===== config.mk =====
export PLATFORM = sky130hd
export DESIGN_NAME = lane_blockage_tracker_flat
export DESIGN_NICKNAME = d
export VERILOG_FILES = /design/src/rtl/lbt_pkg.sv /design/src/rtl/lbt_if.sv /design/src/rtl/lane_blockage_tracker.sv /design/src/flat_wrapper.sv
export SDC_FILE = /design/constraint.sdc
export NUM_CORES = 2
export LEC_CHECK = 0
export ABC_AREA = 1
export BUFFER_PORTS_ARGS = -buffer_cell sky130_fd_sc_hd__buf_2
export CAP_MARGIN = 20
export CORE_MARGIN = 2
export CORE_UTILIZATION = 30
export DETAILED_ROUTE_END_ITERATION = 8
export GPL_TIMING_DRIVEN = 0
export PLACE_DENSITY = 0.48
export SYNTH_ARGS = -nofsm -noshare
export SYNTH_HDL_FRONTEND = slang
export SYNTH_SLANG_ARGS = --single-unit

===== constraint.sdc =====
create_clock -name clk -period 16.3 [get_ports clk]
set_input_delay 2.445 -clock clk [delete_from_list [all_inputs] [get_ports clk]]
set_output_delay 2.445 -clock clk [all_outputs]
set_load 0.02 [all_outputs]

===== src/rtl/lbt_pkg.sv =====
// Package for the lane blockage tracker.
// Field widths, register indexes and reset values shared by the interfaces and the top level.
// No dependencies.
package lbt_pkg;

  localparam int MAX_LANES = 8;
  localparam int LANE_W    = 3;   // bits of a lane number
  localparam int CNT_W     = 4;   // bits of lane_count

  localparam int POS_W   = 20;
  localparam int OFF_W   = 16;
  localparam int VEL_W   = 14;
  localparam int LW_W    = 12;
  localparam int SPD_W   = 14;
  localparam int CFG_IDX_W  = 3;
  localparam int CFG_DATA_W = 20;

  // register indexes
  localparam logic [CFG_IDX_W-1:0] REG_EGO_POSITION = 3'd0;
  localparam logic [CFG_IDX_W-1:0] REG_TRACK_LENGTH = 3'd1;
  localparam logic [CFG_IDX_W-1:0] REG_LANE_WIDTH   = 3'd2;
  localparam logic [CFG_IDX_W-1:0] REG_LANE_COUNT   = 3'd3;
  localparam logic [CFG_IDX_W-1:0] REG_LOOK_AHEAD   = 3'd4;
  localparam logic [CFG_IDX_W-1:0] REG_SPEED_LIMIT  = 3'd5;

  // reset values
  localparam logic [POS_W-1:0] RST_TRACK_LENGTH = 20'd694555;
  localparam logic [LW_W-1:0]  RST_LANE_WIDTH   = 12'd400;
  localparam logic [CNT_W-1:0] RST_LANE_COUNT   = 4'd3;
  localparam logic [POS_W-1:0] RST_LOOK_AHEAD   = 20'd20000;
  localparam logic [SPD_W-1:0] RST_SPEED_LIMIT  = 14'd2217;

endpackage


===== src/rtl/lbt_if.sv =====
// Handshake channels of the lane blockage tracker: vehicle input, lane result, register write.
// Depends on lbt_pkg.
interface lbt_in_if;
  logic                                 valid;
  logic                                 ready;
  logic [lbt_pkg::POS_W-1:0]            track_position;
  logic signed [lbt_pkg::OFF_W-1:0]     lateral_offset;
  logic signed [lbt_pkg::VEL_W-1:0]     vel_x;
  logic signed [lbt_pkg::VEL_W-1:0]     vel_y;
  logic                                 last_track;
  modport source (output valid, track_position, lateral_offset, vel_x, vel_y, last_track,
                  input ready);
  modport sink (input valid, track_position, lateral_offset, vel_x, vel_y, last_track,
                output ready);
endinterface

interface lbt_out_if;
  logic                         valid;
  logic                         ready;
  logic [lbt_pkg::LANE_W-1:0]   lane_index;
  logic                         blocked;
  logic [lbt_pkg::POS_W-1:0]    block_distance;
  logic [lbt_pkg::SPD_W-1:0]    exit_speed;
  logic                         last_lane;
  modport source (output valid, lane_index, blocked, block_distance, exit_speed, last_lane,
                  input ready);
  modport sink (input valid, lane_index, blocked, block_distance, exit_speed, last_lane,
                output ready);
endinterface

interface lbt_cfg_if;
  logic                              valid;
  logic                              ready;
  logic [lbt_pkg::CFG_IDX_W-1:0]     index;
  logic [lbt_pkg::CFG_DATA_W-1:0]    data;
  modport source (output valid, index, data, input ready);
  modport sink (input valid, index, data, output ready);
endinterface


===== src/rtl/lane_blockage_tracker.sv =====
// Lane blockage tracker top level: registers, serial arithmetic, per-lane store, result output.
// Depends on lbt_pkg and the channels in lbt_if.sv.
// A vehicle transfer passes through square, sum, 20 serial steps and update before the store
// is updated; a new vehicle is taken only back in idle, after the update or after the results.
// The 20 steps are set by the bit-serial remainder of the 20-bit wrapped distance.
// A last vehicle then gives one result per lane, one per cycle while the sink takes them.
// Reset (rst, synchronous) restores register defaults and marks every lane clear.
module lane_blockage_tracker (
  input  logic       clk,
  input  logic       rst,
  lbt_in_if.sink     in_ch,
  lbt_out_if.source  out_ch,
  lbt_cfg_if.sink    cfg_ch
);

  localparam logic [2:0] S_IDLE = 3'd0;
  localparam logic [2:0] S_MUL  = 3'd1;
  localparam logic [2:0] S_ADD  = 3'd2;
  localparam logic [2:0] S_ITER = 3'd3;
  localparam logic [2:0] S_UPD  = 3'd4;
  localparam logic [2:0] S_EMIT = 3'd5;
  localparam logic [4:0] STEPS  = 5'd20;
  localparam logic [4:0] DIV_STEPS = 5'd16;
  localparam logic [4:0] SQ_STEPS  = 5'd14;

  // configuration registers
  logic [lbt_pkg::POS_W-1:0] ego_position, loop_len, look_ahead;
  logic [lbt_pkg::LW_W-1:0]  lane_span;
  logic [lbt_pkg::CNT_W-1:0] lane_count;
  logic [lbt_pkg::SPD_W-1:0] speed_limit;

  assign cfg_ch.ready = 1'b1;

  always_ff @(posedge clk) begin
    if (rst) begin
      ego_position <= '0;
      loop_len     <= lbt_pkg::RST_TRACK_LENGTH;
      lane_span    <= lbt_pkg::RST_LANE_WIDTH;
      lane_count   <= lbt_pkg::RST_LANE_COUNT;
      look_ahead   <= lbt_pkg::RST_LOOK_AHEAD;
      speed_limit  <= lbt_pkg::RST_SPEED_LIMIT;
    end else if (cfg_ch.valid) begin
      case (cfg_ch.index)
        lbt_pkg::REG_EGO_POSITION: ego_position <= cfg_ch.data;
        lbt_pkg::REG_TRACK_LENGTH: loop_len     <= cfg_ch.data;
        lbt_pkg::REG_LANE_WIDTH:   lane_span    <= cfg_ch.data[lbt_pkg::LW_W-1:0];
        lbt_pkg::REG_LANE_COUNT:   lane_count   <= cfg_ch.data[lbt_pkg::CNT_W-1:0];
        lbt_pkg::REG_LOOK_AHEAD:   look_ahead   <= cfg_ch.data;
        lbt_pkg::REG_SPEED_LIMIT:  speed_limit  <= cfg_ch.data[lbt_pkg::SPD_W-1:0];
        default: ;
      endcase
    end
  end

  // effective lane count, 1..MAX_LANES
  logic [lbt_pkg::CNT_W-1:0] lanes;
  always_comb begin
    if (lane_count == '0) lanes = 4'd1;
    else if (lane_count > 4'(lbt_pkg::MAX_LANES)) lanes = 4'(lbt_pkg::MAX_LANES);
    else lanes = lane_count;
  end

  logic [2:0] state;
  logic [4:0] cnt;

  // captured item
  logic [20:0]               diff;       // signed pos - ego
  logic [lbt_pkg::OFF_W-1:0] off;
  logic signed [lbt_pkg::VEL_W-1:0] vx, vy;
  logic                      last;
  logic [27:0]               px, py;

  // serial units
  logic [19:0] md_a;    // distance magnitude, shifted out MSB first
  logic [19:0] md_r;    // running remainder
  logic [15:0] ld_n;    // offset, shifted out MSB first
  logic [11:0] ld_r;
  logic [15:0] ld_q;
  logic [27:0] sq_rad;
  logic [14:0] sq_rem;
  logic [13:0] sq_root;

  logic        neg;
  logic [19:0] mag;
  assign neg = diff[20];
  assign mag = neg ? 20'(-diff) : diff[19:0];

  // one step of each serial unit
  logic [20:0] md_t;
  logic [12:0] ld_t;
  logic [16:0] sq_t, sq_trial;
  assign md_t     = {md_r, md_a[19]};
  assign ld_t     = {ld_r, ld_n[15]};
  assign sq_t     = {sq_rem, sq_rad[27:26]};
  assign sq_trial = {1'b0, sq_root, 2'b01};

  // per-lane store
  logic [lbt_pkg::POS_W-1:0] near_dist [lbt_pkg::MAX_LANES];
  logic [lbt_pkg::SPD_W-1:0] near_spd  [lbt_pkg::MAX_LANES];
  logic [lbt_pkg::MAX_LANES-1:0] seen;
  logic [lbt_pkg::LANE_W-1:0] k;

  // update-step decisions
  logic [19:0] fwd_dist;
  logic        dist_ok;
  logic [15:0] road;
  logic        on_road;
  logic [lbt_pkg::LANE_W-1:0] lane;
  always_comb begin
    dist_ok = 1'b1;
    if (loop_len == '0) begin
      dist_ok  = !neg;
      fwd_dist = mag;
    end else if (neg) begin
      fwd_dist = (md_r == '0) ? '0 : loop_len - md_r;
    end else if (mag > loop_len) begin
      fwd_dist = (md_r == '0) ? loop_len : md_r;
    end else begin
      fwd_dist = mag;
    end
    road    = 16'(lanes) * 16'(lane_span);
    on_road = !off[15] && (off <= road);
    if (lane_span == '0) lane = '0;
    else if (ld_q >= 16'(lanes)) lane = 3'(lanes - 4'd1);
    else lane = ld_q[2:0];
  end

  assign in_ch.ready = (state == S_IDLE);

  logic out_free, last_k;
  assign out_free = !out_ch.valid || out_ch.ready;
  assign last_k   = (4'(k) + 4'd1 == lanes);

  // control sequence
  always_ff @(posedge clk) begin
    if (rst) begin
      state <= S_IDLE;
      cnt   <= '0;
      k     <= '0;
      seen  <= '0;
    end else begin
      case (state)
        S_IDLE: if (in_ch.valid) state <= S_MUL;
        S_MUL:  state <= S_ADD;
        S_ADD: begin
          state <= S_ITER;
          cnt   <= '0;
        end
        S_ITER: begin
          cnt <= cnt + 5'd1;
          if (cnt == STEPS - 5'd1) state <= S_UPD;
        end
        S_UPD: begin
          if (fwd_dist < look_ahead && dist_ok && on_road &&
              (!seen[lane] || near_dist[lane] > fwd_dist)) begin
            seen[lane] <= 1'b1;
          end
          k     <= '0;
          state <= last ? S_EMIT : S_IDLE;
        end
        S_EMIT: if (out_free) begin
          k <= k + 3'd1;
          if (last_k) begin
            seen  <= '0;
            state <= S_IDLE;
          end
        end
        default: state <= S_IDLE;
      endcase
    end
  end

  // datapath: capture, squares, serial steps, store
  always_ff @(posedge clk) begin
    case (state)
      S_IDLE: if (in_ch.valid) begin
        diff <= {1'b0, in_ch.track_position} - {1'b0, ego_position};
        off  <= in_ch.lateral_offset;
        vx   <= in_ch.vel_x;
        vy   <= in_ch.vel_y;
        last <= in_ch.last_track;
      end
      S_MUL: begin
        px   <= 28'(vx) * 28'(vx);
        py   <= 28'(vy) * 28'(vy);
        md_a <= mag;
        md_r <= '0;
        ld_n <= off;
        ld_r <= '0;
        ld_q <= '0;
      end
      S_ADD: begin
        sq_rad  <= px + py;
        sq_rem  <= '0;
        sq_root <= '0;
      end
      S_ITER: begin
        md_a <= {md_a[18:0], 1'b0};
        md_r <= (md_t >= {1'b0, loop_len}) ? 20'(md_t - {1'b0, loop_len})
                                           : md_t[19:0];
        if (cnt < DIV_STEPS) begin
          ld_n <= {ld_n[14:0], 1'b0};
          ld_q <= {ld_q[14:0], ld_t >= {1'b0, lane_span}};
          ld_r <= (ld_t >= {1'b0, lane_span}) ? 12'(ld_t - {1'b0, lane_span})
                                              : ld_t[11:0];
        end
        if (cnt < SQ_STEPS) begin
          sq_rad  <= {sq_rad[25:0], 2'b00};
          sq_rem  <= (sq_t >= sq_trial) ? 15'(sq_t - sq_trial) : sq_t[14:0];
          sq_root <= {sq_root[12:0], sq_t >= sq_trial};
        end
      end
      S_UPD: begin
        if (fwd_dist < look_ahead && dist_ok && on_road &&
            (!seen[lane] || near_dist[lane] > fwd_dist)) begin
          near_dist[lane] <= fwd_dist;
          near_spd[lane]  <= sq_root;
        end
      end
      default: ;
    endcase
  end

  // result register
  always_ff @(posedge clk) begin
    if (rst) begin
      out_ch.valid <= 1'b0;
    end else if (state == S_EMIT && out_free) begin
      out_ch.valid <= 1'b1;
    end else if (out_ch.ready) begin
      out_ch.valid <= 1'b0;
    end
  end

  always_ff @(posedge clk) begin
    if (state == S_EMIT && out_free) begin
      out_ch.lane_index     <= k;
      out_ch.blocked        <= seen[k];
      out_ch.block_distance <= seen[k] ? near_dist[k] : '0;
      out_ch.exit_speed     <= seen[k] ? near_spd[k] : speed_limit;
      out_ch.last_lane      <= last_k;
    end
  end

  // checks
  a_iter_ends: assert property (@(posedge clk) disable iff (rst)
    (state == S_ITER && cnt == STEPS - 5'd1) |=> state == S_UPD)
    else $error("serial steps did not end in update");
  a_last_lane: assert property (@(posedge clk) disable iff (rst)
    (out_ch.valid && out_ch.last_lane) |-> out_ch.lane_index == 3'(lanes - 4'd1))
    else $error("last lane flag on wrong lane");
  a_busy: assert property (@(posedge clk) disable iff (rst)
    (in_ch.valid && in_ch.ready) |=> !in_ch.ready)
    else $error("item taken while busy");
  a_clear: assert property (@(posedge clk) disable iff (rst)
    (state == S_EMIT && out_free && last_k) |=> seen == '0)
    else $error("store not cleared at frame end");

endmodule

===== src/flat_wrapper.sv =====
// flat-port wrapper written by rule: the top's interface ports become plain ports
module lane_blockage_tracker_flat 
  (clk, rst, in_ch_valid, in_ch_track_position, in_ch_lateral_offset, in_ch_vel_x, in_ch_vel_y, in_ch_last_track, in_ch_ready, out_ch_valid, out_ch_lane_index, out_ch_blocked, out_ch_block_distance, out_ch_exit_speed, out_ch_last_lane, out_ch_ready, cfg_ch_valid, cfg_ch_index, cfg_ch_data, cfg_ch_ready);
  lbt_in_if in_ch_i ();
  lbt_out_if out_ch_i ();
  lbt_cfg_if cfg_ch_i ();
  input  logic clk;
  input  logic rst;
  input wire logic [$bits(in_ch_i.valid)-1:0] in_ch_valid;
  input wire logic [$bits(in_ch_i.track_position)-1:0] in_ch_track_position;
  input wire logic [$bits(in_ch_i.lateral_offset)-1:0] in_ch_lateral_offset;
  input wire logic [$bits(in_ch_i.vel_x)-1:0] in_ch_vel_x;
  input wire logic [$bits(in_ch_i.vel_y)-1:0] in_ch_vel_y;
  input wire logic [$bits(in_ch_i.last_track)-1:0] in_ch_last_track;
  output wire logic [$bits(in_ch_i.ready)-1:0] in_ch_ready;
  output wire logic [$bits(out_ch_i.valid)-1:0] out_ch_valid;
  output wire logic [$bits(out_ch_i.lane_index)-1:0] out_ch_lane_index;
  output wire logic [$bits(out_ch_i.blocked)-1:0] out_ch_blocked;
  output wire logic [$bits(out_ch_i.block_distance)-1:0] out_ch_block_distance;
  output wire logic [$bits(out_ch_i.exit_speed)-1:0] out_ch_exit_speed;
  output wire logic [$bits(out_ch_i.last_lane)-1:0] out_ch_last_lane;
  input wire logic [$bits(out_ch_i.ready)-1:0] out_ch_ready;
  input wire logic [$bits(cfg_ch_i.valid)-1:0] cfg_ch_valid;
  input wire logic [$bits(cfg_ch_i.index)-1:0] cfg_ch_index;
  input wire logic [$bits(cfg_ch_i.data)-1:0] cfg_ch_data;
  output wire logic [$bits(cfg_ch_i.ready)-1:0] cfg_ch_ready;
  assign in_ch_i.valid = in_ch_valid;
  assign in_ch_i.track_position = in_ch_track_position;
  assign in_ch_i.lateral_offset = in_ch_lateral_offset;
  assign in_ch_i.vel_x = in_ch_vel_x;
  assign in_ch_i.vel_y = in_ch_vel_y;
  assign in_ch_i.last_track = in_ch_last_track;
  assign in_ch_ready = in_ch_i.ready;
  assign out_ch_valid = out_ch_i.valid;
  assign out_ch_lane_index = out_ch_i.lane_index;
  assign out_ch_blocked = out_ch_i.blocked;
  assign out_ch_block_distance = out_ch_i.block_distance;
  assign out_ch_exit_speed = out_ch_i.exit_speed;
  assign out_ch_last_lane = out_ch_i.last_lane;
  assign out_ch_i.ready = out_ch_ready;
  assign cfg_ch_i.valid = cfg_ch_valid;
  assign cfg_ch_i.index = cfg_ch_index;
  assign cfg_ch_i.data = cfg_ch_data;
  assign cfg_ch_ready = cfg_ch_i.ready;
  lane_blockage_tracker u_core (.clk(clk), .rst(rst), .in_ch(in_ch_i), .out_ch(out_ch_i), .cfg_ch(cfg_ch_i));
endmodule

# Word-level counts from Yosys, hierarchy flattened

Memories as Yosys holds them, arrays and structs flattened. A register that Yosys moved wholly into a read port is not among the register bits.
Cells that the tools add are included.

RAM bits: 272
Logic and storage cells: 170
Input bits: 93
Output and inout port bits: 42
Flip-flop bits (word level): 392
Memories kept: 2

Memories:

| memory           | depth | width | read ports | clocked after Yosys merged registers in | wr ports | line                        | text |
|---|---|---|---|---|---|---|---|
| u_core.near_dist | 8     | 20    | 2          | 1                                       | 1        | lane_blockage_tracker.sv:98 | `logic [lbt_pkg::POS_W-1:0] near_dist [lbt_pkg::MAX_LANES];` |
| u_core.near_spd  | 8     | 14    | 1          | 1                                       | 1        | lane_blockage_tracker.sv:99 | `logic [lbt_pkg::SPD_W-1:0] near_spd [lbt_pkg::MAX_LANES];` |

Equality and inequality tests: 19
Multiply operators: 3
Bitwise logic cells: 1
Add/subtract/negate cells: 11
Multiplexer cells: 55
Reduce and logical (&&, ||, !) cells: 35
Magnitude comparators: 14

Operators by type and width:

| operator                                     | count |
|---|---|
| two-way mux 20 bit                           | 7 |
| one-hot mux 20 bit (2 select lines)          | 2 |
| one-hot mux 16 bit (2 select lines)          | 2 |
| multiplier 14 x 14 -> 28 bit                 | 2 |
| one-hot mux 28 bit (2 select lines)          | 1 |
| greater-than comparator 20 bit               | 2 |
| zero test 20 bit                             | 2 |
| subtractor 20 bit                            | 2 |
| two-way mux 16 bit                           | 2 |
| two-way mux 15 bit                           | 2 |
| two-way mux 3 bit                            | 10 |
| one-hot mux 15 bit (2 select lines)          | 1 |
| adder 28 bit                                 | 1 |
| two-way mux 14 bit                           | 2 |
| two-way mux 28 bit                           | 1 |
| one-hot mux 14 bit (2 select lines)          | 1 |
| two-way mux 12 bit                           | 2 |
| two-way mux 8 bit                            | 3 |
| one-hot mux 12 bit (2 select lines)          | 1 |
| greater-or-equal comparator 21 x 20 -> 1 bit | 1 |
| subtractor 20 x 20 -> 21 bit                 | 1 |
| < comparator 20 bit                          | 1 |
| negator 20 bit                               | 1 |
| AND reduction 2 bit                          | 10 |
| other kinds (40)                             | 78 |

# Logic depth before layout (Yosys ltp)

Word-level depth: 14
Mapped depth: 43
Gate-level depth less buffers: 41

# Worst setup path before layout

OpenSTA, ideal clock, no wires.

Path kind: register -> register
From: register u_core.state[0]
To: register u_core.sq_rad[0], enable pin
Data required time: 15.749 ns
Buffers on the path: 1
Path slack: 8.640 ns
Cell stages (with the launch flop): 8
Clock period less this slack: 7.660 ns
Data arrival time: 7.109 ns
Setup time: 0.551 ns
Cells stage by stage: dfxtp_1 inv_1 nor2_1 inv_1 nor2_1 inv_1 buf_2 o21ai_0

Cells in the longest elaborated chain, start to end: 3
Elaborated cells on any way between the ends: 5
Those cells by class: eq/ne: 3; reduce/logical: 2

Ends and longest elaborated chain:

| what                                                                   | line                         | text |
|---|---|---|
| start: declaration                                                     | lane_blockage_tracker.sv:63  | `logic [2:0] state;` |
| start signal: assignment                                               | lane_blockage_tracker.sv:159 | `state <= last ? S_EMIT : S_IDLE;` |
| equality test 3 x 2 -> 1 bit                                           | lane_blockage_tracker.sv:175 | `case (state)` |
| != test 2 x 1 -> 1 bit (no line) or nonzero test 2 bit (tied branches) | -                            |  |
| AND reduction 2 bit (no line) (*)                                      | -                            |  |
| end signal: assignment                                                 | lane_blockage_tracker.sv:193 | `sq_rad <= px + py;` |
| end signal: assignment                                                 | lane_blockage_tracker.sv:208 | `sq_rad <= {sq_rad[25:0], 2'b00};` |
| end: declaration                                                       | lane_blockage_tracker.sv:79  | `logic [27:0] sq_rad;` |

Mark *: on every way between the ends. The rest lies on a longest branch, timed or not.
A chain may end at the register's enable or synchronous reset.

# Final worst setup path

From: register u_core.diff[0]
To: memory u_core.near_dist[7][10] (netlist name), enable pin

Cells in the longest elaborated chain, start to end: 13
Elaborated cells on any way between the ends: 15
Those cells by class: add/sub: 1; order compare: 3; mux: 7; reduce/logical: 4

Ends and longest elaborated chain:

| what                                        | line                         | text |
|---|---|---|
| start: declaration                          | lane_blockage_tracker.sv:67  | `logic [20:0] diff;` |
| start signal: assignment                    | lane_blockage_tracker.sv:177 | `diff <= {1'b0, in_ch.track_position} - {1'b0, ego_position};` |
| negator 20 bit                              | lane_blockage_tracker.sv:86  | `assign mag = neg ? 20'(-diff) : diff[19:0];` |
| two-way mux 20 bit (*)                      | lane_blockage_tracker.sv:86  |  |
| greater-than comparator 20 bit              | lane_blockage_tracker.sv:116 | `end else if (mag > loop_len) begin` |
| two-way mux 20 bit                          | lane_blockage_tracker.sv:116 |  |
| two-way mux 20 bit                          | lane_blockage_tracker.sv:114 | `end else if (neg) begin` |
| two-way mux 20 bit (*)                      | lane_blockage_tracker.sv:111 | `if (loop_len == '0) begin` |
| via u_core.fwd_dist[19]                     | lane_blockage_tracker.sv:104 | `logic [19:0] fwd_dist;` |
| < comparator 20 bit                         | lane_blockage_tracker.sv:214 | `if (fwd_dist < look_ahead && dist_ok && on_road &&` |
| logical AND 1 bit (2 in series)             | lane_blockage_tracker.sv:214 |  |
| logical AND 1 bit (*)                       | lane_blockage_tracker.sv:214 |  |
| two-way mux 1 bit (*)                       | lane_blockage_tracker.sv:214 |  |
| two-way mux 1 bit (*)                       | lane_blockage_tracker.sv:175 |  |
| two-way mux 1 bit (implied by the code) (*) | lane_blockage_tracker.sv:216 | `near_dist[lane] <= fwd_dist;` |
| end: declaration                            | lane_blockage_tracker.sv:98  |  |

Mark *: on every way through the listed nets, which the timed path passes. The rest lies on a longest branch.

==> results.tsv <==
metric	value	unit
setup_viol	0	
synthAdderAreaFrac	0.242	
cp-end-kind	flip-flop	
antenna_left	0	
cts_buffer_depth	3	
die_w	409	um
syn_avg_cell_area	9.45	sq um
hold_violations	0	
period_share	0.543	
coreArea	163000	sq um
die_height	409	um
start_util	0.302	
synth_xor_xnor_area_share	0.0333	
antenna_found_initial	10	
crit_arrival	9.24	ns
slew_headroom	0.136	
cts_buffers	79	
path_max_fanout	19	
post_drt_wl_per_cell	19.6	um
grt_pass1_vias	37400	
fin_nets	6257	
grt_usage	0.180	
drt_iter0_markers	2969	
hold_buffers	0	
worst_slew_pin_slew	1.30	ns
ctsRootBufferMaster	clkbuf_16	
syn2layout_area_growth	13.4	%
min_period	8.85	ns
grt_pass1_wl	230000	um
crit_slowest_cell	nor2_4	
dieArea	167000	sq um
drive_gt1_frac	0.0757	
antenna_cells	0	
num_vias	36900	
synth_compound_area_frac	0.116	
hp-class	reg -> reg	
synth_cells	5198	
drv_slew	0	
rsz0062_at_grt	no	
synth_top_area_cell	edfxtp_1	
ys_top_cells_by_area	edfxtp_1, fa_1, ha_1	
start_kind	flip-flop	
clk_pin_slew	0.06	ns
fmax	113	MHz
cts_tree	built	
synth.distinct_cells	72	
grt-ovfl-total	0	
rows	148	
cpMostUsedCell	inv_1	
crit_type	reg -> reg	
htree_levels	3	
netlist.area_leader.share	0.350	
synth_top_family_by_area	adder cells	
post-synth-top-count-cell	inv_1	
synthArstFlopShare	0	
max-cap-violations	0	
drc	0	
cpPeakStageDelay	0.88	ns
ys_warn_count	0	
io_pins	135	
cts_resized	0	
drt_wl_total	151000	um
port_buffers	133	
dr.pass1.iters	6	
tns	0	ns
place_worst_setup_slack	7.56	ns
yosys.area_share.simple	0.127	
clock_latency	0.70	ns
seq_area_frac_synth	0.396	
dpl.hpwl	115000	um
synth_ff_type	edfxtp_1	
finClkSkew	0.0560	ns
post-cts-setup-buffers	0	
synth_common_cells	inv_1, nand2_1, edfxtp_1	
cts_sinks	685	
via_per_inst	4.81	
fin_ws	7.45	ns
gp_congestion	0.893	
grt_max_degree	34	
ys_seq_elements	685	
muxShareOfSynthArea	0	
synth_edf_count	572	
synthesis.area	49100	sq um
required	16.68	ns
outcome	finished, final reports clean	
final cells by class:
cell class	instances	area, sq um
Fill cell	16800	107000
Multi-Input combinational cell	3408	25600
Sequential cell	685	19400
Inverter	934	3510
Tap cell	2175	2720
Clock buffer	99	2080
Timing Repair Buffer	159	1140
Buffer	172	676
Clock inverter	48	549
logic make-up after synthesis:
kind of cell             after synthesis
AND/OR/NAND/NOR                     1482
buffers and inverters               1106
AO/OA/AOI/OAI                       1011
adder cells (fa/ha/maj)              725
flip-flops                           685
XOR/XNOR                             187
other                                  2
metal layers:
metal	wire length [um]	global-route usage	share of wire	vias to the layer above
met4	3620	0.0407	0.024	2
met2	71100	0.302	0.47	1141
met3	10000	0.0295	0.066	223
li1	-	-	-	17600
met1	66100	0.243	0.44	17900
met5	13	0	0.000086	-
cell usage in the layout, fill, tap and decap left out, types with 7 or more instances in the layout:
master,instances
buf_2,150
nor2_2,8
o21bai_1,9
o32ai_1,28
nor2_1,402
clkbuf_16,79
fa_1,376
o21ai_0,374
bufinv_16,7
nor2_4,14
clkinv_1,15
o21ai_1,24
nand3_2,8
xor2_1,110
xnor2_1,77
o22ai_1,82
nand3_1,92
inv_2,21
o211ai_1,30
clkinv_2,13
or4_1,11
nor3_1,18
buf_1,15
a31oi_1,40
dfxtp_1,113
or2_2,17
a21oi_1,343
inv_1,911
a211oi_1,10
nand2_4,8
nand4_1,27
clkbuf_1,157
buf_12,13
nand2_2,19
edfxtp_1,572
ha_1,349
nor4_1,10
nand2_1,825
a21o_1,13
critical path: cells and delay by family (launching register included):
kind,cells,cell delay [ns]
flip-flops,1,0.40
AO/OA/AOI/OAI,3,1.01
AND/OR/NAND/NOR,20,3.83
buffers and inverters,9,1.85
XOR/XNOR,1,0.49
adder cells (fa/ha/maj),3,0.92
per-stage QoR:
step	instances	instance area (sq um)	util	hold WS, ns
2_1_floorplan	5199	49100	-	0.423
3_3_place_gp	7507	52500	0.323	0.441
3_5_place_dp	7532	53100	0.326	0.448
4_1_cts	7679	55700	0.342	0.460
5_1_grt	7680	55700	0.342	0.479
6_report	7680	55700	0.342	0.457
sequential cells by signal, indices dropped and copies added (netlist names), 16 cells and up, named ones only:
register	flops
u_core.py	27
u_core.ego_position	20
u_core.out_ch.block_distance	20
u_core.look_ahead	20
u_core.near_dist	160
u_core.off	16
u_core.sq_rad	28
u_core.ld_q	16
u_core.diff	21
u_core.ld_n	16
u_core.md_a	20
u_core.loop_len	20
u_core.px	27
u_core.md_r	20
u_core.near_spd	112
final timing paths:
check | startpoint | to | slack, ns | cells after the start
setup / recovery | u_core.diff[0] | u_core.near_dist[7][10] | 7.45 | 36
hold / removal | u_core.ego_position[14] | u_core.ego_position[14] | 0.46 | 2
setup reg to reg | u_core.diff[0] | u_core.near_dist[7][10] | 7.45 | 36
hold reg to reg | u_core.ego_position[14] | u_core.ego_position[14] | 0.46 | 2
Power is not shown: default switching activity piles up to over one toggle a cycle in this logic, so the estimate is an artifact.
